==> src/awj_pkg.sv <==
// ----------------------------------------------------------------------------
// awj_pkg
// Shared types, codes and constants of the warp Jacobian / steepest-descent unit.
// ----------------------------------------------------------------------------
package awj_pkg;

    localparam int MAX_CHANNELS = 3;

    localparam logic [1:0] CMD_POINT  = 2'd0;
    localparam logic [1:0] CMD_GRAD   = 2'd1;
    localparam logic [1:0] CMD_COLUMN = 2'd2;

    localparam logic [17:0] W18_MAX = 18'h3ffff;

    typedef struct packed {
        logic [1:0]         command;
        logic signed [15:0] pos_x;
        logic signed [15:0] pos_y;
        logic signed [15:0] slot0_x;
        logic signed [15:0] slot0_y;
        logic signed [15:0] slot1_x;
        logic signed [15:0] slot1_y;
        logic signed [15:0] slot2_x;
        logic signed [15:0] slot2_y;
        logic [1:0]         channel;
        logic               last_column;
    } in_item_t;

    typedef struct packed {
        logic               kind;
        logic [17:0]        weight_0;
        logic [17:0]        weight_1;
        logic [17:0]        weight_2;
        logic signed [31:0] jac_x;
        logic signed [31:0] jac_y;
        logic signed [47:0] sdi_0;
        logic signed [47:0] sdi_1;
        logic signed [47:0] sdi_2;
        logic               degenerate;
        logic               last_out;
    } out_item_t;

    // controller -> datapath
    typedef struct packed {
        logic       load;      // capture input item
        logic       num;       // compute numerators
        logic       div_start; // start divider on weight index div_idx
        logic [1:0] div_idx;
        logic       div_store; // store divider result
        logic       degen;     // latch degenerate flag
        logic       grad;      // write gradient
        logic       jac;       // jacobian products
        logic       jac_sum;   // jacobian sum and saturate
        logic       sdi_mul;   // sdi products
        logic       sdi_sum;   // sdi sum and saturate
        logic       emit_w;    // output weight result
        logic       emit_c;    // output column result
    } ctl_t;

    // datapath -> controller
    typedef struct packed {
        logic       div_busy;
        logic [1:0] command;
        logic       grad_ok;
    } sts_t;

endpackage

==> src/awj_ctrl.sv <==
// ----------------------------------------------------------------------------
// awj_ctrl
// Sequencer: accept, store a gradient or run the weight or column steps, hold result for output.
// ----------------------------------------------------------------------------
module awj_ctrl
(
    input  logic          clk,
    input  logic          rst_n,
    input  logic          in_valid,
    output logic          in_ready,
    output logic          out_valid,
    input  logic          out_ready,
    input  awj_pkg::sts_t sts,
    output awj_pkg::ctl_t ctl
);
    localparam logic [3:0] S_IDLE   = 4'd0;
    localparam logic [3:0] S_DEC    = 4'd1;
    localparam logic [3:0] S_NUM    = 4'd2;
    localparam logic [3:0] S_DSTART = 4'd3;
    localparam logic [3:0] S_DWAIT  = 4'd4;
    localparam logic [3:0] S_JAC    = 4'd5;
    localparam logic [3:0] S_JSUM   = 4'd6;
    localparam logic [3:0] S_SMUL   = 4'd7;
    localparam logic [3:0] S_SSUM   = 4'd8;
    localparam logic [3:0] S_OUTW   = 4'd9;
    localparam logic [3:0] S_OUTC   = 4'd10;

    logic [3:0] state_reg, state_next;
    logic [1:0] idx_reg, idx_next;

    always_comb
    begin
        state_next = state_reg;
        idx_next   = idx_reg;
        ctl        = '0;
        ctl.div_idx = idx_reg;
        in_ready   = 1'b0;
        out_valid  = 1'b0;
        unique case (state_reg)
            S_IDLE:
            begin
                in_ready = 1'b1;
                ctl.load = in_valid;
                if (in_valid)
                    state_next = S_DEC;
            end
            S_DEC:
            begin
                unique case (sts.command)
                    awj_pkg::CMD_POINT:  state_next = S_NUM;
                    awj_pkg::CMD_COLUMN: state_next = S_JAC;
                    awj_pkg::CMD_GRAD:
                    begin
                        ctl.grad   = 1'b1;
                        state_next = S_IDLE;
                    end
                    default: state_next = S_IDLE;
                endcase
                idx_next = 2'd0;
            end
            S_NUM:
            begin
                ctl.num    = 1'b1;
                state_next = S_DSTART;
            end
            S_DSTART:
            begin
                ctl.div_start = 1'b1;
                ctl.degen     = 1'b1;
                state_next    = S_DWAIT;
            end
            S_DWAIT:
            begin
                if (!sts.div_busy)
                begin
                    ctl.div_store = 1'b1;
                    if (idx_reg == 2'd2)
                        state_next = S_OUTW;
                    else
                    begin
                        idx_next   = idx_reg + 2'd1;
                        state_next = S_DSTART;
                    end
                end
            end
            S_JAC:
            begin
                ctl.jac    = 1'b1;
                state_next = S_JSUM;
            end
            S_JSUM:
            begin
                ctl.jac_sum = 1'b1;
                state_next  = S_SMUL;
            end
            S_SMUL:
            begin
                ctl.sdi_mul = 1'b1;
                state_next  = S_SSUM;
            end
            S_SSUM:
            begin
                ctl.sdi_sum = 1'b1;
                state_next  = S_OUTC;
            end
            S_OUTW:
            begin
                ctl.emit_w = 1'b1;
                out_valid  = 1'b1;
                if (out_ready)
                    state_next = S_IDLE;
            end
            S_OUTC:
            begin
                ctl.emit_c = 1'b1;
                out_valid  = 1'b1;
                if (out_ready)
                    state_next = S_IDLE;
            end
            default: state_next = S_IDLE;
        endcase
    end

    always_ff @(posedge clk or negedge rst_n)
    begin
        if (!rst_n)
        begin
            state_reg <= S_IDLE;
            idx_reg   <= '0;
        end
        else
        begin
            state_reg <= state_next;
            idx_reg   <= idx_next;
        end
    end
endmodule

==> config.mk <==
export PLATFORM = sky130hd
export DESIGN_NAME = awj_ctrl
export DESIGN_NICKNAME = d
export VERILOG_FILES = /design/src/awj_pkg.sv /design/src/awj_ctrl.sv
export SDC_FILE = /design/constraint.sdc
export NUM_CORES = 1
export LEC_CHECK = 0
export ABC_AREA = 1
export BUFFER_PORTS_ARGS = -buffer_cell sky130_fd_sc_hd__buf_2
export CAP_MARGIN = 0
export CELL_PAD_IN_SITES_DETAIL_PLACEMENT = 0
export CELL_PAD_IN_SITES_GLOBAL_PLACEMENT = 2
export CORE_ASPECT_RATIO = 0.7
export CORE_MARGIN = 2
export CORE_UTILIZATION = 23
export CTS_CLUSTER_SIZE = 10
export DETAILED_ROUTE_END_ITERATION = 10
export PLACE_DENSITY = 0.82
export SLEW_MARGIN = 30
export SYNTH_ARGS = -nofsm -noshare
export SYNTH_HDL_FRONTEND = slang
export SYNTH_SLANG_ARGS = --single-unit
==> constraint.sdc <==
create_clock -name clk -period 1.8 [get_ports clk]
set_input_delay 0 -clock clk [delete_from_list [all_inputs] [get_ports clk]]
set_output_delay 0 -clock clk [all_outputs]
set_load 0.1 [all_outputs]
==> results of run 1 <==
## layout make-up
| cell class | count | area, sq um |
|---|---|---|
| clock buffer | 4 | 26.3 |
| tap | 32 | 40.0 |
| sequential | 6 | 151 |
| inverter | 19 | 71.3 |
| timing repair buffer | 23 | 123 |
| multi-input combinational | 60 | 320 |
| fill | 264 | 1440 |
## cell families after synthesis
family | Yosys count | synth area share
buffers and inverters | 20 | 0.148
adders and majority gates | 1 | 0.0235
DFF | 6 | 0.282
AOI/OAI and AO/OA | 4 | 0.0447
and+or+nand+nor | 55 | 0.501
## cells in the mapped netlist
library cell | n | area share
nand2_1 | 24 | 0.17
inv_1 | 15 | 0.11
nor2_1 | 9 | 0.064
nand3_1 | 7 | 0.066
dfrtp_1 | 6 | 0.28
nor2_2 | 6 | 0.071
inv_2 | 4 | 0.028
nand2_2 | 3 | 0.035
nand2_4 | 2 | 0.042
o21ai_0 | 2 | 0.019
a21oi_1 | 1 | 0.0094
a21oi_2 | 1 | 0.016
buf_4 | 1 | 0.014
ha_1 | 1 | 0.024
nand3_2 | 1 | 0.019
nand3b_1 | 1 | 0.014
nand4_1 | 1 | 0.012
nor3_1 | 1 | 0.0094
## how the worst min path moves through the flow
stage / to / slack [ps]
after floorplan: idx_reg[0]$_DFFE_PN0P_ / -300
after global placement: idx_reg[1]$_DFFE_PN0P_ / -180
after detailed placement: idx_reg[1]$_DFFE_PN0P_ / -170
after CTS: idx_reg[0]$_DFFE_PN0P_ / 90
after global routing: idx_reg[0]$_DFFE_PN0P_ / 90
final: idx_reg[0]$_DFFE_PN0P_ / 90
## critical path: stages (launching register included)
cell and delay, ps:
dfrtp_1 420, nor2_2 280, nand2_1 140, nor3_2 100, buf_2 440
## cell usage in the layout, fill, tap and decap left out
cell type	netlist	final
a21oi_1	1	1
a21oi_2	1	1
buf_2	0	21
clkbuf_1	0	1
clkbuf_4	0	4
dfrtp_1	6	5
dfrtp_2	0	1
dlygate4sd3_1	0	1
ha_1	1	1
inv_1	15	15
inv_2	4	4
nand2_1	24	24
nand2_2	3	3
nand2_4	2	2
nand3_1	7	7
nand3_2	1	1
nand3b_1	1	1
nand4_1	1	1
nor2_1	9	6
nor2_2	6	8
nor2_4	0	1
nor3_2	0	1
o21ai_0	2	2
## routing by layer
metal  wire length (um)  vias to the layer above  track usage
met3                 72                        0       0.0351
met5                  0                        -            0
met4                  0                        0            0
met2                511                       12        0.145
met1                691                      241        0.163
li1                   -                      308            -
## through the flow
stage,hold slack [ps],std cells
2_1_floorplan,-296,86
3_3_place_gp,-176,139
3_5_place_dp,-173,139
4_1_cts,85.4,144
5_1_grt,88.6,144
6_report,89.6,144
## repair_timing
action / 4_1_cts / 5_1_grt
endpoints found under the hold margin: 6 / 0
resized for setup: 0 / 1
hold buffers: 1 / 0
setup endpoints to repair: 0 / 1
==> flow_summary.json, run 1 <==
{
  "outcome": "finished, final reports clean",
  "via_per_inst": 3.90,
  "post-route-min-period_ps": 1630,
  "syn_avg_cell_area_sq_um": 6.18,
  "nNetsFinal": 122,
  "worst_pin_slew_ps": 489,
  "coreArea_sq_mm": 0.00217,
  "grt_max_degree": 8,
  "maxSlewHeadroom": 0.676,
  "root_buffer": "clkbuf_4",
  "drive_gt1_frac": 0.420,
  "crit_start": "state_reg[2]$_DFFE_PN0P_",
  "r2r-end": "state_reg[1]$_DFFE_PN0P_",
  "endpoint": "ctl[6]",
  "ant_nets": 0,
  "gp_congestion": 0.726,
  "grt_overflow": 0,
  "syn_to_final_growth_pct": 37.6,
  "hpwl_um": 1090,
  "clk_latency_ps": 240,
  "first_iter_violations": 12,
  "rows": 14,
  "arrival_ps": 1630,
  "antenna_cells": 0,
  "dpl_cell_area_sq_um": 693,
  "start_kind": "flip-flop",
  "clkTransAtPathRegs_ps": 50,
  "cts_buffer_depth": 2,
  "cts_tree": "yes",
  "fmax_ghz": 0.615,
  "port_buffers": 22,
  "synth_nets": 95,
  "reg2regPathDepth": 7,
  "wl_um": 1280,
  "dr.pass1.iters": 4,
  "fin_skew_ps": 7.36,
  "r2r-start": "state_reg[1]$_DFFE_PN0P_",
  "grt_pass1_wl_um": 2100,
  "numCtsBuffers": 3,
  "holdPathStages": 4,
  "largest_reg_flops": 4,
  "die_h_um": 44.2,
  "pre_cts_ws_ps": 376,
  "setup_violations": 0,
  "hold_class": "in2reg",
  "reg2reg_slack_ps": 490,
  "cts_max_level": 1,
  "grt_use_total": 0.103,
  "yosysUniqueCellTypes": 18,
  "crit_required_ps": 1800,
  "ys_seq_area_frac": 0.282,
  "post-route-period-util": 0.903,
  "vias": 561,
  "wire_per_inst_um": 8.85,
  "synthesis.area_sq_um": 532,
  "die_x_um": 61.5,
  "fin_ws_ps": 174,
  "path_max_fanout": 7,
  "drv_cap": 0,
  "hold_viol_final": 0,
  "hold_start": "sts[3]",
  "dieArea_sq_mm": 0.00272,
  "fin_area_sq_um": 732,
  "grt_pass1_vias": 490,
  "ys_warn_count": 0,
  "post_cts_buffers": 0,
  "synthCells": 86,
  "crit_type": "reg2out",
  "maxSlewViolCount": 0,
  "antenna_found_initial": 0,
  "pin_count": 24,
  "end_kind": "output port",
  "post-route-util": 0.337,
  "remaining_drc_errors": 0,
  "ys_seq_elements": 6,
  "clock_sinks": 6,
  "grt_setup_unrepaired": "no",
  "initial_core_util": 0.245,
  "tns_ps": 0
}
Power of run 1 is not shown: default switching activity piles up to over one toggle a cycle in this logic, so the estimate is an artifact.
==> run 2, diff against run 1 <==
REMOVE_ABC_BUFFERS = 1   (was not set)
==> run 2 against run 1 <==
Final cell count decreased by 0.69%. Maximum frequency decreased by 0.71%. Critical endpoint is now out_valid. Setup slack got worse by 12 ps. Die area unchanged. Final area decreased by 2.4%. First-iteration DRC count increased by 50%. Wire length increased by 3.4%. Register-to-register slack got worse by 50 ps. Worst hold slack improved by 2.0 ps.
==> flow_summary.json, run 2 (synthesis gave the netlist of run 1 again) <==
{
  "gp_congestion": 0.762,
  "coreArea_sq_mm": 0.00217,
  "hold_class": "in2reg",
  "grt_max_degree": 8,
  "via_per_inst": 3.89,
  "clock_sinks": 6,
  "worst_pin_slew_ps": 490,
  "drv_cap": 0,
  "grt_pass1_wl_um": 2170,
  "antenna_found_initial": 0,
  "setup_violations": 0,
  "clkTransAtPathRegs_ps": 40,
  "maxSlewViolCount": 0,
  "wl_um": 1320,
  "die_x_um": 61.5,
  "first_iter_violations": 18,
  "mostFrequentLayoutCell": "nand2_1",
  "start_kind": "flip-flop",
  "vias": 556,
  "holdWs_ps": 91.6,
  "initial_core_util": 0.245,
  "remaining_drc_errors": 0,
  "die_h_um": 44.2,
  "cts_buffer_depth": 2,
  "clk_latency_ps": 240,
  "hold_viol_final": 0,
  "tns_ps": 0,
  "antenna_cells": 0,
  "ant_nets": 0,
  "dieArea_sq_mm": 0.00272,
  "post-route-min-period_ps": 1640,
  "reg2reg_slack_ps": 440,
  "cts_max_level": 1,
  "numCtsBuffers": 3,
  "outcome": "finished, final reports clean",
  "rows": 14,
  "grt_setup_unrepaired": "no",
  "grt_use_total": 0.110,
  "hpwl_um": 1150,
  "post-route-period-util": 0.910,
  "arrival_ps": 1640,
  "fin_skew_ps": 0.679,
  "maxSlewHeadroom": 0.676,
  "dr.pass1.iters": 4,
  "port_buffers": 22,
  "grt_pass1_vias": 497,
  "end_kind": "output port",
  "final_cell_mix": "24 x nand2_1, 19 x buf_2, 15 x inv_1",
  "nNetsFinal": 122,
  "crit_required_ps": 1800,
  "fmax_ghz": 0.611,
  "root_buffer": "clkbuf_4",
  "crit_type": "reg2out",
  "grt_overflow": 0,
  "wire_per_inst_um": 9.22,
  "pin_count": 24,
  "cts_tree": "yes",
  "syn_to_final_growth_pct": 34.4,
  "path_max_fanout": 7,
  "largest_reg_flops": 4,
  "drive_gt1_frac": 0.378
}
[run 2: final timing paths]
kind / from / to / cells after the start
max: state_reg[0]$_DFFE_PN0P_ / out_valid / 5
min: sts[3] / idx_reg[1]$_DFFE_PN0P_ / 4
min reg2reg: idx_reg[0]$_DFFE_PN0P_ / idx_reg[0]$_DFFE_PN0P_ / 2
max reg2reg: state_reg[1]$_DFFE_PN0P_ / state_reg[1]$_DFFE_PN0P_ / 7
min in group asynchronous: rst_n / state_reg[1]$_DFFE_PN0P_ / 2
max in group asynchronous: rst_n / idx_reg[0]$_DFFE_PN0P_ / 2
[run 2: critical path: stages (launching register included)]
cell	delay [ps]
dfrtp_1	490
inv_2	70
nor2_2	180
nand2_2	110
nand2_4	110
buf_2	430
[run 2: through the flow]
step	instances	worst slack [ps]	util	cell area, sq um
5_1_grt	143	46.4	0.329	714
2_1_floorplan	85	-952	-	524
3_5_place_dp	139	328	0.310	674
3_3_place_gp	139	336	0.310	674
4_1_cts	143	66.0	0.325	707
6_report	143	163	0.329	714
[run 2: repair_timing]
item	4_1_cts	5_1_grt
gates resized for setup	0	3
endpoints found under the hold margin	6	0
buffers inserted	0	0
setup endpoints to repair	0	3
hold buffers	1	0
[run 2: metal layers]
metal / up-vias / global-route usage / wire, um
li1: 308 / - / -
met1: 236 / 0.172 / 744
met2: 12 / 0.151 / 515
met3: 0 / 0.0263 / 58
met4: 0 / 0.0255 / 0
met5: - / 0 / 0
[run 2: cell type report]
| type | instances | area (sq um) |
|---|---|---|
| multi-input cells | 60 | 303 |
| well taps | 32 | 40.0 |
| fillers | 266 | 1460 |
| inverters | 19 | 71.3 |
| clock buffers | 3 | 22.5 |
| flip-flops and latches | 6 | 150 |
| repair buffers | 23 | 128 |
Power of run 2 is left out for the same reason.
==> run 3, diff against run 2 <==
--- a/constraint.sdc
+++ b/constraint.sdc
@@ -3,2 +3,2 @@
 set_output_delay 0 -clock clk [all_outputs]
-set_load 0.1 [all_outputs]
+set_load 0.02 [all_outputs]
==> run 3 against run 2 <==
Final area decreased by 1.1%. Wire length decreased by 2.4%. Setup slack improved by 200 ps. Sequential cell count unchanged. Highest routed layer unchanged. Sequential share of layout area increased by 0.22 points. Critical path depth decreased by 1. Global-route usage decreased by 0.50 points. Clock skew about the same.
==> flow_summary.json, run 3 (synthesis gave the netlist of run 1 again) <==
{
  "dr.pass1.iters": 4,
  "fin_cells": 143,
  "pin_count": 24,
  "holdWs_ps": 80.5,
  "cts_buffer_depth": 2,
  "powerDensity_mw_per_mm2": 1570,
  "first_iter_violations": 25,
  "clkTransAtPathRegs_ps": 40,
  "post-route-util": 0.325,
  "antenna_found_initial": 0,
  "p_total_w": 0.00111,
  "power.switching_w": 0.000621,
  "maxSlewHeadroom": 0.799,
  "p_int_w": 0.000489,
  "numCtsBuffers": 3,
  "die_h_um": 44.2,
  "drive_gt1_frac": 0.378,
  "hold_class": "in2reg",
  "combPwrFrac": 0.641,
  "start_kind": "flip-flop",
  "crit_chain": "nor2_2 -> nand2_1 -> nor2_2 -> buf_2",
  "grt_use_total": 0.105,
  "fin_skew_ps": 0.293,
  "syn_to_final_growth_pct": 32.9,
  "coreArea_sq_mm": 0.00217,
  "ant_nets": 0,
  "cts_resized": 0,
  "total_leakage_power_nw": 0.477,
  "setup_violations": 0,
  "drv_cap": 0,
  "switching_share": 0.559,
  "grt_overflow": 0,
  "cts_max_level": 1,
  "outcome": "finished, final reports clean",
  "crit_type": "reg2out",
  "mostFrequentLayoutCell": "nand2_1",
  "ir_drop_mv": 0.420,
  "vias": 571,
  "path_max_fanout": 7,
  "fmax_ghz": 0.696,
  "post-route-min-period_ps": 1440,
  "wire_per_inst_um": 9.00,
  "timing.critical_path.mode_cell": "nor2_2",
  "largest_reg_flops": 4,
  "initial_core_util": 0.245,
  "tns_ps": 0,
  "nNetsFinal": 122,
  "root_buffer": "clkbuf_4",
  "rows": 14,
  "grt_max_degree": 8,
  "hold_viol_final": 0,
  "end_kind": "output port",
  "pwr-share-seq": 0.251,
  "grt_setup_unrepaired": "no",
  "maxSlewViolCount": 0,
  "gp_congestion": 0.727,
  "die_x_um": 61.5,
  "clock_sinks": 6,
  "critPathTopFamily": "simple AND/OR/NAND/NOR gates",
  "hold_buffers": 1,
  "remaining_drc_errors": 0,
  "via_per_inst": 3.99,
  "crit_required_ps": 1800,
  "grt_pass1_vias": 495,
  "antenna_cells": 0,
  "cp_slowest_cell": "dfrtp_1",
  "post_cts_buffers": 0,
  "final_cell_mix": "24 x nand2_1, 22 x buf_2, 15 x inv_1",
  "post-route-period-util": 0.798,
  "dieArea_sq_mm": 0.00272,
  "clkPwrFrac": 0.108,
  "critPathBufInv": 1,
  "clk_latency_ps": 240,
  "grt_pass1_wl_um": 2120,
  "port_buffers": 22,
  "worst_pin_slew_ps": 301,
  "arrival_ps": 1440,
  "wl_um": 1290,
  "cts_tree": "yes",
  "dpl.cell_count": 139,
  "crit_path_max_incr_delay_ps": 470,
  "hpwl_um": 1130
}
## run 3: cell types whose count changed in the layout (fill, tap and decap cells not counted), sizes merged
cell    delta
clkbuf     -3
buf        +3
## run 3: layout make-up
type / instances / area, sq um
fill: 260 / 1470
timing repair buffer: 23 / 120
inverter: 19 / 71.3
sequential: 6 / 150
tap: 32 / 40.0
multi-input combinational: 60 / 303
clock buffer: 3 / 22.5
## run 3: final timing paths
kind                       slack [ps]                startpoint                  endpoint  cells past startpoint
hold reg to reg                   490    idx_reg[0]$_DFFE_PN0P_    idx_reg[0]$_DFFE_PN0P_                      2
max in group asynchronous        1540                     rst_n  state_reg[0]$_DFFE_PN0P_                      2
setup / recovery                  360  state_reg[1]$_DFFE_PN0P_                    ctl[8]                      4
hold / removal                     80                    sts[3]    idx_reg[0]$_DFFE_PN0P_                      4
setup reg to reg                  440  state_reg[1]$_DFFE_PN0P_  state_reg[1]$_DFFE_PN0P_                      7
min in group asynchronous         110                     rst_n    idx_reg[0]$_DFFE_PN0P_                      2
## run 3: worst min-delay path: cells and delay by family
family	cells	cell delay (ps)
AND/OR/NAND/NOR	3	170
buffers and inverters	1	100
## run 3: power by group through the flow
stage          sequential (W)  clock, W  combinational, W
4_1_cts              0.000279  0.000129          0.000717
3_3_place_gp         0.000281         0          0.000718
6_report             0.000279  0.000120          0.000711
5_1_grt              0.000288  0.000136          0.000815
3_5_place_dp         0.000281         0          0.000713
2_1_floorplan        0.000269         0          0.000521
## run 3: per-stage QoR
step / worst slack [ps] / cell area [sq um]
finish: 363 / 707
global route: 218 / 707
CTS: 342 / 707
detailed placement: 451 / 674
global placement: 444 / 674
floorplan: 569 / 524
## run 3: per-layer routing
| metal | part of all wire | global-route usage |
|---|---|---|
| met4 | 0 | 0.0128 |
| met2 | 0.37 | 0.145 |
| met1 | 0.57 | 0.162 |
| met3 | 0.066 | 0.0351 |
| met5 | 0 | 0 |
(Power assumes the default switching activity.)
